<file path="config.mk">
export PLATFORM = sky130hd
export DESIGN_NAME = ask_bit_packet_deframer
export DESIGN_NICKNAME = d
export VERILOG_FILES = /design/src/abpd_pkg.sv /design/src/abpd_core.sv /design/src/abpd_outq.sv /design/src/ask_bit_packet_deframer.sv
export SDC_FILE = /design/constraint.sdc
export NUM_CORES = 1
export LEC_CHECK = 0
export BUFFER_PORTS_ARGS = -buffer_cell sky130_fd_sc_hd__buf_4
export CAP_MARGIN = 20
export CELL_PAD_IN_SITES_DETAIL_PLACEMENT = 2
export CELL_PAD_IN_SITES_GLOBAL_PLACEMENT = 2
export CORE_ASPECT_RATIO = 0.75
export CORE_MARGIN = 4
export CORE_UTILIZATION = 37
export DETAILED_ROUTE_END_ITERATION = 12
export HOLD_SLACK_MARGIN = 0.03
export PLACE_DENSITY_LB_ADDON = 0.1
export SLEW_MARGIN = 25
export SYNTH_ARGS = -nofsm -noshare
export SYNTH_HDL_FRONTEND = slang
export SYNTH_SLANG_ARGS = --single-unit
</file>
<file path="constraint.sdc">
create_clock -name clk -period 2.9 [get_ports clk]
set_input_delay 0.29 -clock clk [delete_from_list [all_inputs] [get_ports clk]]
set_output_delay 0.29 -clock clk [all_outputs]
set_load 0.02 [all_outputs]
</file>
<file path="src/abpd_pkg.sv">
package abpd_pkg;

    typedef enum logic [2:0] {
        EV_CALIBRATED = 3'd0,
        EV_SYNC_LOST  = 3'd1,
        EV_START      = 3'd2,
        EV_LENGTH     = 3'd3,
        EV_PAYLOAD    = 3'd4,
        EV_END_OK     = 3'd5,
        EV_END_BAD    = 3'd6
    } ev_kind_t;

    typedef enum logic [3:0] {
        PH_START   = 4'b0001,
        PH_LEN_HI  = 4'b0010,
        PH_LEN_LO  = 4'b0100,
        PH_PAYLOAD = 4'b1000
    } phase_t;

    localparam logic [2:0] REG_CAL_ENABLE  = 3'd0;
    localparam logic [2:0] REG_CAL_PATTERN = 3'd1;
    localparam logic [2:0] REG_SYNC_BYTE   = 3'd2;
    localparam logic [2:0] REG_DUMMY_BYTE  = 3'd3;
    localparam logic [2:0] REG_START_BYTE  = 3'd4;
    localparam logic [2:0] REG_END_BYTE    = 3'd5;
    localparam logic [2:0] REG_SLOTS       = 3'd6;

    localparam logic       RST_CAL_ENABLE  = 1'b1;
    localparam logic [7:0] RST_CAL_PATTERN = 8'hEC;
    localparam logic [7:0] RST_SYNC_BYTE   = 8'hAA;
    localparam logic [7:0] RST_DUMMY_BYTE  = 8'h3C;
    localparam logic [7:0] RST_START_BYTE  = 8'hBE;
    localparam logic [7:0] RST_END_BYTE    = 8'hED;
    localparam logic [7:0] RST_SLOTS       = 8'd16;

    localparam logic [2:0] BITS_FULL_BYTE = 3'd7;
    localparam logic [2:0] BITS_TWO       = 3'd1;
    localparam logic [2:0] BITS_SIX       = 3'd5;
    localparam logic [2:0] BITS_ONE       = 3'd0;

    localparam logic [7:0] ASCII_NINE   = 8'h39;
    localparam logic [7:0] ASCII_ZERO   = 8'h30;
    localparam logic [7:0] ASCII_A_BIAS = 8'h37;

    typedef struct packed {
        logic       cal_enable;
        logic [7:0] cal_pattern;
        logic [7:0] sync_byte;
        logic [7:0] dummy_byte;
        logic [7:0] start_byte;
        logic [7:0] end_byte;
        logic [7:0] slots;
    } cfg_t;

    typedef struct packed {
        ev_kind_t   kind;
        logic [7:0] value;
    } res_t;

    // ascii hex digit, other characters wrap the same way
    function automatic logic [7:0] hex_digit(input logic [7:0] c);
        logic [7:0] d;
        if (c <= ASCII_NINE)
        begin
            d = c - ASCII_ZERO;
        end
        else
        begin
            d = c - ASCII_A_BIAS;
        end
        return d;
    endfunction

endpackage

</file>
<file path="src/abpd_core.sv">
module abpd_core (
    input  logic              clk,
    input  logic              rst_n,
    input  logic              accept,
    input  logic              rx_bit,
    input  abpd_pkg::cfg_t    cfg,
    output logic              res_valid,
    output abpd_pkg::res_t    res
);

    logic [7:0]       window_reg,   window_next;
    logic [2:0]       bits_reg,     bits_next;
    logic             cal_reg,      cal_next;
    logic             sync_reg,     sync_next;
    logic             aligned_reg,  aligned_next;
    abpd_pkg::phase_t phase_reg,    phase_next;
    logic [7:0]       len_reg,      len_next;
    logic [7:0]       count_reg,    count_next;

    logic [7:0] win;
    logic [7:0] partial;
    logic [7:0] digit;

    assign win     = {window_reg[6:0], rx_bit};
    assign partial = {cfg.sync_byte[5:0], cfg.dummy_byte[7:6]};
    assign digit   = abpd_pkg::hex_digit(win);

    always_comb
    begin
        window_next  = window_reg;
        bits_next    = bits_reg;
        cal_next     = cal_reg;
        sync_next    = sync_reg;
        aligned_next = aligned_reg;
        phase_next   = phase_reg;
        len_next     = len_reg;
        count_next   = count_reg;
        res_valid    = 1'b0;
        res.kind     = abpd_pkg::EV_CALIBRATED;
        res.value    = win;

        if (accept)
        begin
            window_next = win;
            if (cfg.cal_enable && !cal_reg)
            begin
                if (win == cfg.cal_pattern)
                begin
                    cal_next  = 1'b1;
                    res_valid = 1'b1;
                end
            end
            else if (bits_reg != 3'd0)
            begin
                bits_next = bits_reg - 3'd1;
            end
            else if (!aligned_reg)
            begin
                if (!sync_reg)
                begin
                    if (win == cfg.sync_byte)
                    begin
                        sync_next = 1'b1;
                        bits_next = abpd_pkg::BITS_TWO;
                    end
                    else
                    begin
                        bits_next = abpd_pkg::BITS_ONE;
                    end
                end
                else if (win == cfg.sync_byte)
                begin
                    bits_next = abpd_pkg::BITS_TWO;
                end
                else if (win == partial)
                begin
                    bits_next = abpd_pkg::BITS_SIX;
                end
                else if (win == cfg.dummy_byte)
                begin
                    aligned_next = 1'b1;
                    window_next  = 8'd0;
                    bits_next    = abpd_pkg::BITS_FULL_BYTE;
                end
                else
                begin
                    sync_next   = 1'b0;
                    window_next = 8'd0;
                    bits_next   = abpd_pkg::BITS_FULL_BYTE;
                    res_valid   = 1'b1;
                    res.kind    = abpd_pkg::EV_SYNC_LOST;
                end
            end
            else
            begin
                // byte aligned: one whole byte per pass
                window_next = 8'd0;
                bits_next   = abpd_pkg::BITS_FULL_BYTE;
                case (phase_reg)
                    abpd_pkg::PH_START:
                    begin
                        res_valid = 1'b1;
                        if (win == cfg.start_byte)
                        begin
                            phase_next = abpd_pkg::PH_LEN_HI;
                            res.kind   = abpd_pkg::EV_START;
                        end
                        else
                        begin
                            sync_next    = 1'b0;
                            aligned_next = 1'b0;
                            res.kind     = abpd_pkg::EV_SYNC_LOST;
                        end
                    end
                    abpd_pkg::PH_LEN_HI:
                    begin
                        len_next   = {digit[3:0], 4'd0};
                        phase_next = abpd_pkg::PH_LEN_LO;
                    end
                    abpd_pkg::PH_LEN_LO:
                    begin
                        len_next   = len_reg | digit;
                        count_next = 8'd0;
                        phase_next = abpd_pkg::PH_PAYLOAD;
                        res_valid  = 1'b1;
                        res.kind   = abpd_pkg::EV_LENGTH;
                        res.value  = len_reg | digit;
                    end
                    default:
                    begin
                        if (count_reg < len_reg)
                        begin
                            count_next = count_reg + 8'd1;
                            res_valid  = 1'b1;
                            res.kind   = abpd_pkg::EV_PAYLOAD;
                        end
                        else if (count_reg < cfg.slots)
                        begin
                            count_next = count_reg + 8'd1;
                        end
                        else
                        begin
                            res_valid    = 1'b1;
                            res.kind     = (win == cfg.end_byte) ? abpd_pkg::EV_END_OK
                                                                 : abpd_pkg::EV_END_BAD;
                            phase_next   = abpd_pkg::PH_START;
                            sync_next    = 1'b0;
                            aligned_next = 1'b0;
                        end
                    end
                endcase
            end
        end
    end

    always_ff @(posedge clk or negedge rst_n)
    begin
        if (!rst_n)
        begin
            window_reg  <= 8'd0;
            bits_reg    <= abpd_pkg::BITS_FULL_BYTE;
            cal_reg     <= 1'b0;
            sync_reg    <= 1'b0;
            aligned_reg <= 1'b0;
            phase_reg   <= abpd_pkg::PH_START;
            len_reg     <= 8'd0;
            count_reg   <= 8'd0;
        end
        else
        begin
            window_reg  <= window_next;
            bits_reg    <= bits_next;
            cal_reg     <= cal_next;
            sync_reg    <= sync_next;
            aligned_reg <= aligned_next;
            phase_reg   <= phase_next;
            len_reg     <= len_next;
            count_reg   <= count_next;
        end
    end

    // framing past the start byte only happens while aligned
    assert property (@(posedge clk) disable iff (!rst_n)
        (phase_reg != abpd_pkg::PH_START) |-> aligned_reg)
        else $error("frame phase advanced without alignment");

    assert property (@(posedge clk) disable iff (!rst_n)
        aligned_reg |-> sync_reg)
        else $error("aligned without a sync byte seen");

    // a byte-level event always restarts bit counting on a clean window
    assert property (@(posedge clk) disable iff (!rst_n)
        (res_valid && res.kind != abpd_pkg::EV_CALIBRATED)
        |=> (bits_reg == abpd_pkg::BITS_FULL_BYTE && window_reg == 8'd0))
        else $error("window not restarted after framing event");

endmodule

</file>
<file path="src/abpd_outq.sv">
module abpd_outq (
    input  logic           clk,
    input  logic           rst_n,
    input  logic           push,
    input  abpd_pkg::res_t push_data,
    output logic           full,
    output logic           out_valid,
    input  logic           out_ready,
    output abpd_pkg::res_t out_data
);

    abpd_pkg::res_t entry_reg [2];
    logic           wr_ptr_reg, wr_ptr_next;
    logic           rd_ptr_reg, rd_ptr_next;
    logic [1:0]     count_reg,  count_next;
    logic           pop;

    assign pop       = out_valid && out_ready;
    assign out_valid = (count_reg != 2'd0);
    assign full      = (count_reg == 2'd2);
    assign out_data  = entry_reg[rd_ptr_reg];

    always_comb
    begin
        wr_ptr_next = wr_ptr_reg ^ push;
        rd_ptr_next = rd_ptr_reg ^ pop;
        count_next  = count_reg + {1'b0, push} - {1'b0, pop};
    end

    always_ff @(posedge clk)
    begin
        if (push)
        begin
            entry_reg[wr_ptr_reg] <= push_data;
        end
    end

    always_ff @(posedge clk or negedge rst_n)
    begin
        if (!rst_n)
        begin
            wr_ptr_reg <= 1'b0;
            rd_ptr_reg <= 1'b0;
            count_reg  <= 2'd0;
        end
        else
        begin
            wr_ptr_reg <= wr_ptr_next;
            rd_ptr_reg <= rd_ptr_next;
            count_reg  <= count_next;
        end
    end

    assert property (@(posedge clk) disable iff (!rst_n)
        push |-> !full)
        else $error("result pushed into a full queue");

    assert property (@(posedge clk) disable iff (!rst_n)
        count_reg != 2'd3)
        else $error("queue count out of range");

    // pointers differ exactly when one word is held
    assert property (@(posedge clk) disable iff (!rst_n)
        (wr_ptr_reg != rd_ptr_reg) == (count_reg == 2'd1))
        else $error("queue pointers disagree with count");

endmodule

</file>
<file path="src/ask_bit_packet_deframer.sv">
// bit-serial sync-word deframer for a demodulated ask bit stream
//
// input channel: one received bit per word on rx_bit (in_valid / in_ready).
// output channel: event_kind and byte_value (out_valid / out_ready), at most
// one word per input bit: calibrated, sync lost, start seen, decoded length,
// payload byte, end ok or end bad.
// config channel: cfg_valid writes cfg_data to the register cfg_index picks;
// cfg_ready is always high. writes must go in while idle; it is not enforced.
//
// one bit is taken every cycle while in_ready is high. a result is computed
// in the same cycle the bit is accepted and is stored in the output queue.
// results wait in a two-word output queue, so a stalled receiver does not
// stop the bit stream until two words are pending; in_ready then drops
// until out_ready takes one.
// reset loads the register defaults, clears the window and the queue, and
// returns the framer to calibration (or sync hunt when calibration is off).
module ask_bit_packet_deframer (
    input  logic       clk,
    input  logic       rst_n,
    input  logic       in_valid,
    output logic       in_ready,
    input  logic       rx_bit,
    output logic       out_valid,
    input  logic       out_ready,
    output logic [2:0] event_kind,
    output logic [7:0] byte_value,
    input  logic       cfg_valid,
    output logic       cfg_ready,
    input  logic [2:0] cfg_index,
    input  logic [7:0] cfg_data
);

    abpd_pkg::cfg_t cfg_reg, cfg_next;
    logic           accept;
    logic           res_valid;
    abpd_pkg::res_t res;
    abpd_pkg::res_t out_data;
    logic           q_full;

    assign cfg_ready = 1'b1;
    assign in_ready  = !q_full;
    assign accept    = in_valid && in_ready;

    always_comb
    begin
        cfg_next = cfg_reg;
        if (cfg_valid)
        begin
            case (cfg_index)
                abpd_pkg::REG_CAL_ENABLE:  cfg_next.cal_enable  = cfg_data[0];
                abpd_pkg::REG_CAL_PATTERN: cfg_next.cal_pattern = cfg_data;
                abpd_pkg::REG_SYNC_BYTE:   cfg_next.sync_byte   = cfg_data;
                abpd_pkg::REG_DUMMY_BYTE:  cfg_next.dummy_byte  = cfg_data;
                abpd_pkg::REG_START_BYTE:  cfg_next.start_byte  = cfg_data;
                abpd_pkg::REG_END_BYTE:    cfg_next.end_byte    = cfg_data;
                abpd_pkg::REG_SLOTS:       cfg_next.slots       = cfg_data;
                default:                   cfg_next = cfg_reg;
            endcase
        end
    end

    always_ff @(posedge clk or negedge rst_n)
    begin
        if (!rst_n)
        begin
            cfg_reg.cal_enable  <= abpd_pkg::RST_CAL_ENABLE;
            cfg_reg.cal_pattern <= abpd_pkg::RST_CAL_PATTERN;
            cfg_reg.sync_byte   <= abpd_pkg::RST_SYNC_BYTE;
            cfg_reg.dummy_byte  <= abpd_pkg::RST_DUMMY_BYTE;
            cfg_reg.start_byte  <= abpd_pkg::RST_START_BYTE;
            cfg_reg.end_byte    <= abpd_pkg::RST_END_BYTE;
            cfg_reg.slots       <= abpd_pkg::RST_SLOTS;
        end
        else
        begin
            cfg_reg <= cfg_next;
        end
    end

    abpd_core u_core (
        .clk       (clk),
        .rst_n     (rst_n),
        .accept    (accept),
        .rx_bit    (rx_bit),
        .cfg       (cfg_reg),
        .res_valid (res_valid),
        .res       (res)
    );

    abpd_outq u_outq (
        .clk       (clk),
        .rst_n     (rst_n),
        .push      (res_valid),
        .push_data (res),
        .full      (q_full),
        .out_valid (out_valid),
        .out_ready (out_ready),
        .out_data  (out_data)
    );

    assign event_kind = out_data.kind;
    assign byte_value = out_data.value;

endmodule
</file>
==> metrics, run 1 <==
worst path bufs/invs=1; syn_nets=between 500 and 600; largest net degree at the start of global routing=a little under 90; Final ANT Viol Nets=0; Worst Skew=between 10 and 15 ps; Placed Area=between 0.006 and 0.007 mm2; Worst-Skew Late Latency=~360 ps; Min Hold Slack=248 ps; Worst Tran Pin Value=783 ps; share of cells above drive strength 1=29.8%; Startpoint Class=register; period utilization=a little over nine tenths; delay-heaviest family, CP=compound AO/OA/AOI/OAI gates; Iteration-0 DRC Markers=roughly 190; Worst Hold End=cfg_reg[43]; fin. max-slew vios=0; Post-synth top cells=mux2_2, dfrtp_1, xor2_1; vias in the first global route=between 5,000 and 6,000; worst hold path class=in -> reg; Setup violations, final=0; Hold Vio Cnt, Final=0; Slowest-stage cell, CP=dfrtp_1; Synth Flop Type=dfrtp_1; Hold Crit Start=cfg_data[3]; FF+latch count, synth=around 110; I/O Pins=31; top-count cell post-synth=mux2_2; CTS root buf=clkbuf_16; cts bufs inserted=9; WL/cell=approximately 23 um; Tmin final=between 2000 and 3000 ps; Worst-path clk slew=about 80 ps; clk buf depth=2; clock sinks=108; Placer Congestion=about 0.84; Slew headroom=~47%; mapped cell area=between 0.005 and 0.006 mm2; Rows=40; yosys warns=0; Reg-to-Reg Start=u_core.count_reg[2]; via count=about 4,500; post-synth top area cell=dfrtp_1; Syn Inst Count=about 550; post-synthesis async set-or-reset flop share=between 70% and 80%; TritonCTS clock tree=built; detailed-route wire length=18,300 um; r2r setup slk=80 ps; Worst Path Arrival=2890 ps; worst endpoint required time=2970 ps; CORE AREA=approximately 0.016 mm2; max-cap violations=0; GRT Util Overall=20.7%; Cell variety after synth=a little over 60; crit-path max FO=11; DIE AREA=around 0.018 mm2; Post-CTS Setup Repair Bufs=0; Max H-tree Level=3; Worst setup EP type=register; initial antenna violation count=1; status=completed; die height=approximately 120 um; # nets final=around 640; Die X=around 150 um; reg2reg end=u_outq.entry_reg[0][9]; Area Growth Syn to Fin=16.7%; FMAX=roughly 350 MHz; DR pass1 iterations=5; first-pass GRT wire length=29,400 um; Avg Cell Area, Syn=between 10 and 15 um2; sequential-to-total area share from yosys stat=47.6%; RSZ-0062 raised after global routing=false; crit-path max cell delay=roughly 440 ps; drc violations=0; # port buffers=29; max reg flops=just under 50; Lkg Pwr=2.95 nW; vias per cell=5.57; Worst R2R Path Depth=9; diode count=0; Initial Util=37.6%; global route overflow=0; Post-synth EDFFs=22; Yosys top cell area share=23.0%; leading post-synthesis cells by cell area=dfrtp_1, dfstp_2, mux2_2; PD cells=819 mW/mm2; hpwl dp=around 14,000 um; worst vdd ir=roughly 330 uV; WHS Path Cells=2; CP Cell Sequence=ha_1, a211oi_1, o21ai_1, a211oi_2, nor2_1, a211o_1, o311ai_1, ha_2, buf_12; worst setup path category=reg -> reg; fin area=roughly 0.0070 mm2; fillers=roughly 1,600
[how the worst max path moves through the flow]
| stage | endpoint | from | slack, ps | cells past startpoint |
|---|---|---|---|---|
| after global placement | u_outq.entry_reg[0][4] | cfg_reg[1] | 100 | 9 |
| after detailed placement | u_outq.entry_reg[0][10] | u_core.count_reg[2] | -20 | 9 |
| after CTS | u_outq.entry_reg[0][9] | u_core.count_reg[2] | 10 | 9 |
| after global routing | u_outq.entry_reg[0][9] | u_core.count_reg[2] | 7 | 9 |
| after floorplan | u_outq.entry_reg[0][0] | u_core.count_reg[2] | 100 | 8 |
| final | u_outq.entry_reg[0][9] | u_core.count_reg[2] | 80 | 9 |
[cells in the final DEF (no fill, tap or decap), types with 4 or more instances in the layout]
master,netlist,routed
nor2_1,35,34
o21ai_0,10,10
mux2_2,61,61
nor4_1,11,11
nand3_1,21,21
o211ai_1,5,5
a21oi_1,28,28
xnor2_1,13,13
inv_1,27,27
nand4b_1,4,4
xor2_1,46,46
and3_1,5,5
clkbuf_16,0,9
nor3_1,7,7
edfxtp_1,22,22
dfstp_2,31,31
dfrtp_1,55,55
ha_1,25,24
o31ai_1,6,5
o311ai_0,5,4
nand2b_1,8,8
nand2_1,42,42
buf_4,3,57
[through the flow]
step	setup TNS, ps	setup WS, ps	power (mW)	instances	utilization (%)
floorplan	0	103	3.50	551	-
global placement	0	97.0	4.22	797	41.6
detailed placement	-164	-15.7	4.35	797	41.6
CTS	0	13.4	5.79	814	43.7
global route	0	6.84	6.12	814	43.8
finish	0	82.9	5.73	814	43.8
[worst reg2reg max path: stages, from the launching register on]
cell      delay [ps]
dfrtp_1          440
ha_1             340
a211oi_1         250
o21ai_1          130
a211oi_2         260
nor2_1           140
a211o_1          320
o311ai_1         190
ha_2             320
buf_12           140
[power by group]
part / total (mW) / switching [mW] / internal (mW)
clock: 1.39 / 0.603 / 0.791
sequential: 2.21 / 0.286 / 1.92
combinational: 2.12 / 1.21 / 0.913
[kinds of logic (layout without fill, tap and decap cells)]
family                   after synthesis  count (layout)  synth area share, %
buffers and inverters                 52             105                 3.63
AND/OR/NAND/NOR                      151             151                 12.8
flip-flops                           108             108                 47.6
adder cells (fa/ha/maj)               25              25                 5.22
XOR/XNOR                              59              59                 8.62
AO/OA/AOI/OAI                         92              92                 10.3
multiplexers                          63              63                 11.8
other                                  1               1               0.0625
[routing by layer]
layer / global-route usage (%) / part of all wire [%] / routed length [um]
met5: 0 / 0 / 0
met4: 3.81 / 0.90 / 165
met3: 4.21 / 4.6 / 849
met2: 32.3 / 47 / 8570
met1: 30.1 / 48 / 8730
[area by class of cell]
cell class | instances | area (um2) | share of cell area [%]
clock buffer | 10 | 239 | 3.42
clock inverter | 6 | 95.1 | 1.36
inverter | 28 | 105 | 1.50
multi-input combinational | 391 | 2940 | 42.1
sequential | 108 | 2850 | 40.8
tap | 210 | 263 | 3.76
timing repair buffer | 61 | 498 | 7.12
[timing repair]
action | in CTS | in global routing
hold buffers | 1 | 0
pin swaps | 1 | 1
endpoints found under the hold margin | 55 | 0
gates resized for setup | 3 | 4
endpoints found under the setup margin | 23 | 26
No activity file was read; power rests on OpenSTA's default activity.
==> run 2: changes to the inputs <==
--- a/config.mk
+++ b/config.mk
@@ -7,14 +7,12 @@
 export LEC_CHECK = 0
 export BUFFER_PORTS_ARGS = -buffer_cell sky130_fd_sc_hd__buf_4
 export CAP_MARGIN = 20
-export CELL_PAD_IN_SITES_DETAIL_PLACEMENT = 2
-export CELL_PAD_IN_SITES_GLOBAL_PLACEMENT = 2
 export CORE_ASPECT_RATIO = 0.75
 export CORE_MARGIN = 4
-export CORE_UTILIZATION = 37
+export CORE_UTILIZATION = 56
 export DETAILED_ROUTE_END_ITERATION = 12
 export HOLD_SLACK_MARGIN = 0.03
-export PLACE_DENSITY_LB_ADDON = 0.1
+export PLACE_DENSITY = 0.77
 export SLEW_MARGIN = 25
 export SYNTH_ARGS = -nofsm -noshare
 export SYNTH_HDL_FRONTEND = slang
==> metrics, run 2 (synthesized netlist as in run 1, its figures left out) <==
Worst Path Arrival=2820 ps; DR pass1 iterations=4; # port buffers=29; global route overflow=0; Max H-tree Level=3; Min Hold Slack=roughly 250 ps; first-pass GRT wire length=about 23,000 um; most frequent cells in the layout=mux2_2, dfrtp_1, xor2_1; GRT Util Overall=a little under a quarter; share of cells above drive strength 1=between 20% and 30%; Placer Congestion=~0.93; PD cells=slightly below 800 mW/mm2; status=completed; FMAX=about 360 MHz; Worst setup EP type=register; via count=around 4,400; crit-path max FO=11; Iteration-0 DRC Markers=roughly 360; worst vdd ir=~490 uV; Tmin final=2760 ps; Slew headroom=around half; max-cap violations=0; diode count=0; worst endpoint required time=2960 ps; Worst-path clk slew=around 70 ps; Final ANT Viol Nets=0; Setup violations, final=0; Die X=127 um; fin. max-slew vios=0; detailed-route wire length=between 10,000 and 15,000 um; I/O Pins=31; cts bufs inserted=9; Sum Neg Setup Slack=0 ps; clk buf depth=2; Rows=32; Hold Vio Cnt, Final=0; Area Growth Syn to Fin=12.4%; hpwl dp=slightly above 10,000 um; # nets final=~630; max reg flops=49; fin area=roughly 0.0067 mm2; commonest non-fill, non-tap cell in the layout=mux2_2; period utilization=95.2%; Startpoint Class=register; Worst Tran Pin Value=726 ps; Initial Util=approximately 58%; WL/cell=between 15 and 20 um; Slowest-stage cell, CP=dfrtp_2; DIE AREA=roughly 0.012 mm2; worst setup path category=reg -> reg; initial antenna violation count=0; Placed Area=around 0.0064 mm2; Lkg Pwr=2.86 nW; CTS root buf=clkbuf_16; drc violations=0; Post-CTS Setup Repair Bufs=0; vias in the first global route=~4,200; Worst Skew=about 11 ps; die height=97.6 um; crit-path max cell delay=around 470 ps; Worst-Skew Late Latency=~350 ps; RSZ-0062 raised after global routing=false; largest net degree at the start of global routing=49; clock sinks=around 110; TritonCTS clock tree=built; CORE AREA=slightly above 0.01 mm2; worst hold path class=in -> reg; vias per cell=6.03; Design Power=5.30 mW; CP Cell Sequence=ha_1, a211oi_1, o21ai_1, a211oi_2, nor2_1, a211o_1, o311ai_1, ha_2, buf_12
==> run 2: cell types whose count changed in the layout (fill, tap and decap cells not counted), sizes merged <==
cell    change
inv         +1
buf        -13
bufinv      -2
clkbuf      +2
clkinv      -1
==> run 2: path summary, 6_finish.rpt <==
kind / startpoint / to / slack [ps] / cells past startpoint
max: u_core.count_reg[2] / u_outq.entry_reg[1][3] / 140 / 9
min: cfg_data[2] / cfg_reg[34] / 250 / 2
max reg2reg: u_core.count_reg[2] / u_outq.entry_reg[1][3] / 140 / 9
min reg2reg: u_core.bits_reg[1] / u_core.bits_reg[1] / 460 / 2
max in group asynchronous: rst_n / u_core.bits_reg[2] / 1690 / 3
min in group asynchronous: rst_n / cfg_reg[9] / 510 / 2
==> run 2: layout make-up <==
cell class	instances	area, um2
inverters	28	105
flip-flops and latches	108	2850
well taps	136	170
clock buffers	12	246
clock inverters	4	31.3
repair buffers	48	400
fillers	796	3630
multi-input cells	391	2940
==> run 2: critical path, delay by kind of cell, from the launching register on <==
| family | cells | cell delay [ps] |
|---|---|---|
| AOI/OAI and AO/OA | 5 | 1100 |
| adders and majority gates | 2 | 650 |
| buffers and inverters | 1 | 140 |
| DFF | 1 | 470 |
| and+or+nand+nor | 1 | 120 |
==> run 2: stage by stage <==
| stage | setup WS [ps] | utilization (%) | cells |
|---|---|---|---|
| after floorplan | 103 | - | 551 |
| after global placement | 121 | 62.1 | 710 |
| after detailed placement | -1.40 | 62.1 | 710 |
| after CTS | 65.9 | 65.0 | 727 |
| after global routing | 5.17 | 65.0 | 727 |
| final | 139 | 65.0 | 727 |
==> run 2: timing repair <==
action / CTS / global route
pin swaps: 0 / 1
endpoints found under the setup margin: 1 / 23
resized for setup: 2 / 3
cloned: 0 / 0
hold endpoints to repair: 34 / 0
hold buffers: 1 / 0
==> run 2: metal layers <==
| layer | GRT usage [%] | vias to the layer above | routed length [um] |
|---|---|---|---|
| met2 | 34.0 | 156 | 6130 |
| met1 | 35.2 | 2170 | 6510 |
| met5 | 0 | - | 0 |
| met4 | 5.11 | 0 | 158 |
| met3 | 5.33 | 14 | 958 |
| li1 | - | 2042 | - |
==> run 2: where the power goes <==
group	internal, mW	total [mW]	leakage [nW]	switching (mW)
clock	0.616	1.17	0.139	0.555
combinational	0.859	1.90	1.53	1.04
sequential	1.92	2.23	1.20	0.304
total	3.40	5.30	2.86	1.90
==> run 3: changes to the inputs <==
--- a/config.mk
+++ b/config.mk
@@ -13,6 +13,8 @@
 export DETAILED_ROUTE_END_ITERATION = 12
 export HOLD_SLACK_MARGIN = 0.03
 export PLACE_DENSITY = 0.77
+export RECOVER_POWER = 50
+export SKIP_LAST_GASP = 1
 export SLEW_MARGIN = 25
 export SYNTH_ARGS = -nofsm -noshare
 export SYNTH_HDL_FRONTEND = slang
==> metrics, run 3 (synthesized netlist as in run 1, its figures left out) <==
Post-CTS Setup Repair Bufs=0; die height=~100 um; clk buf depth=2; Placer Congestion=0.926; initial antenna violation count=0; Iteration-0 DRC Markers=385; Tmin final=2760 ps; most frequent cells in the layout=mux2_2, dfrtp_1, xor2_1; DR pass1 iterations=6; worst endpoint required time=2970 ps; TritonCTS clock tree=built; Area Growth Syn to Fin=11.9%; Max H-tree Level=3; Worst setup EP type=register; GRT Util Overall=a little under a quarter; share of cells above drive strength 1=a little over a quarter; WL/cell=approximately 19 um; Min Hold Slack=about 240 ps; Reg-to-Reg Start=u_core.count_reg[2]; PD cells=~800 mW/mm2; status=completed; cts bufs inserted=9; Hold Crit Start=cfg_data[2]; fin area=around 0.0067 mm2; RSZ-0062 raised after global routing=false; Die X=127 um; CORE AREA=just over 0.01 mm2; Place WS=-1.40 ps; hpwl dp=~10,000 um; Worst-path clk slew=around 70 ps; Slew headroom=15.7%; period utilization=between 90% and 100%; fin. max-slew vios=0; I/O Pins=31; vias in the first global route=between 4,000 and 5,000; vias per cell=between 6 and 7; clock sinks=approximately 110; Placed Area=roughly 0.0064 mm2; CTS root buf=clkbuf_16; largest net degree at the start of global routing=49; max reg flops=just under 50; detailed-route wire length=about 14,000 um; FMAX=between 300 and 400 MHz; global route overflow=0; reg2reg end=u_outq.entry_reg[1][3]; crit-path max FO=11; Placed Cells incl. Taps=710; Startpoint Class=register; WHS Path Cells=2; Worst R2R Path Depth=9; Worst Tran Pin Value=approximately 1300 ps; commonest non-fill, non-tap cell in the layout=mux2_2; worst vdd ir=about 490 uV; Worst-Skew Late Latency=~350 ps; diode count=0; Setup violations, final=0; Lkg Pwr=~2.8 nW; via count=roughly 4,400; Final ANT Viol Nets=0; DIE AREA=approximately 0.012 mm2; Worst Skew=just over 10 ps; Final WS setup=between 100 and 150 ps; worst hold path class=in -> reg; Initial Util=57.8%; worst setup path category=reg -> reg; CP startpoint=u_core.count_reg[2]; Worst Path Arrival=around 2800 ps; Worst Hold End=cfg_reg[34]; first-pass GRT wire length=roughly 23,000 um; fin cells=727; drc violations=0; # nets final=about 630; # port buffers=29; Hold Vio Cnt, Final=0; Rows=32; max-cap violations=0; r2r setup slk=approximately 140 ps
run 3: power by group:
part / internal, mW / total, mW / switching (mW)
Sequential: 1.92 / 2.23 / 0.302
Combinational: 0.854 / 1.90 / 1.04
Clock: 0.616 / 1.17 / 0.559
Total: 3.39 / 5.30 / 1.90
run 3: worst max-delay path: stages, from the launching register on:
cell	delay, ps
dfrtp_2	460
ha_1	320
a211oi_1	230
o21ai_1	120
a211oi_2	290
nor2_1	120
a211o_1	300
o311ai_1	170
ha_2	320
buf_12	140
run 3: cell type report:
cell class,count,area (um2)
inverter,28,105
sequential,108,2850
clock buffer,12,246
tap,136,170
clock inverter,4,31.3
fill,801,3660
multi-input combinational,391,2930
timing repair buffer,48,372
run 3: metal layers:
| layer | track usage, % | wire, um | vias up |
|---|---|---|---|
| met4 | 5.11 | 149 | 0 |
| met1 | 35.2 | 6530 | 2171 |
| met2 | 34.0 | 6130 | 152 |
| met5 | 0 | 0 | - |
| li1 | - | - | 2045 |
| met3 | 5.33 | 1000 | 11 |
run 3: worst max-delay path by stage:
stage	endpoint	depth (start not counted)	slack, ps
3_5_place_dp	u_outq.entry_reg[1][3]	9	-1
6_report	u_outq.entry_reg[1][3]	9	140
2_1_floorplan	u_outq.entry_reg[0][0]	8	100
3_3_place_gp	u_outq.entry_reg[1][4]	9	120
4_1_cts	u_outq.entry_reg[1][3]	9	70
5_1_grt	u_outq.entry_reg[1][3]	9	5
run 3: timing repair:
item                                    4_1_cts  5_1_grt
endpoints found under the hold margin        34        0
endpoints found under the setup margin        1       23
gates resized for setup                       2        3
pin swaps                                     0        1
hold buffers                                  1        0
run 3: stage by stage:
| step | TNS [ps] | power [mW] | util, % |
|---|---|---|---|
| 6_report | 0 | 5.30 | 64.7 |
| 4_1_cts | 0 | 5.30 | 65.0 |
| 3_3_place_gp | 0 | 4.05 | 62.1 |
| 5_1_grt | 0 | 5.60 | 64.7 |
| 3_5_place_dp | -17.5 | 4.12 | 62.1 |
| 2_1_floorplan | 0 | 3.50 | - |
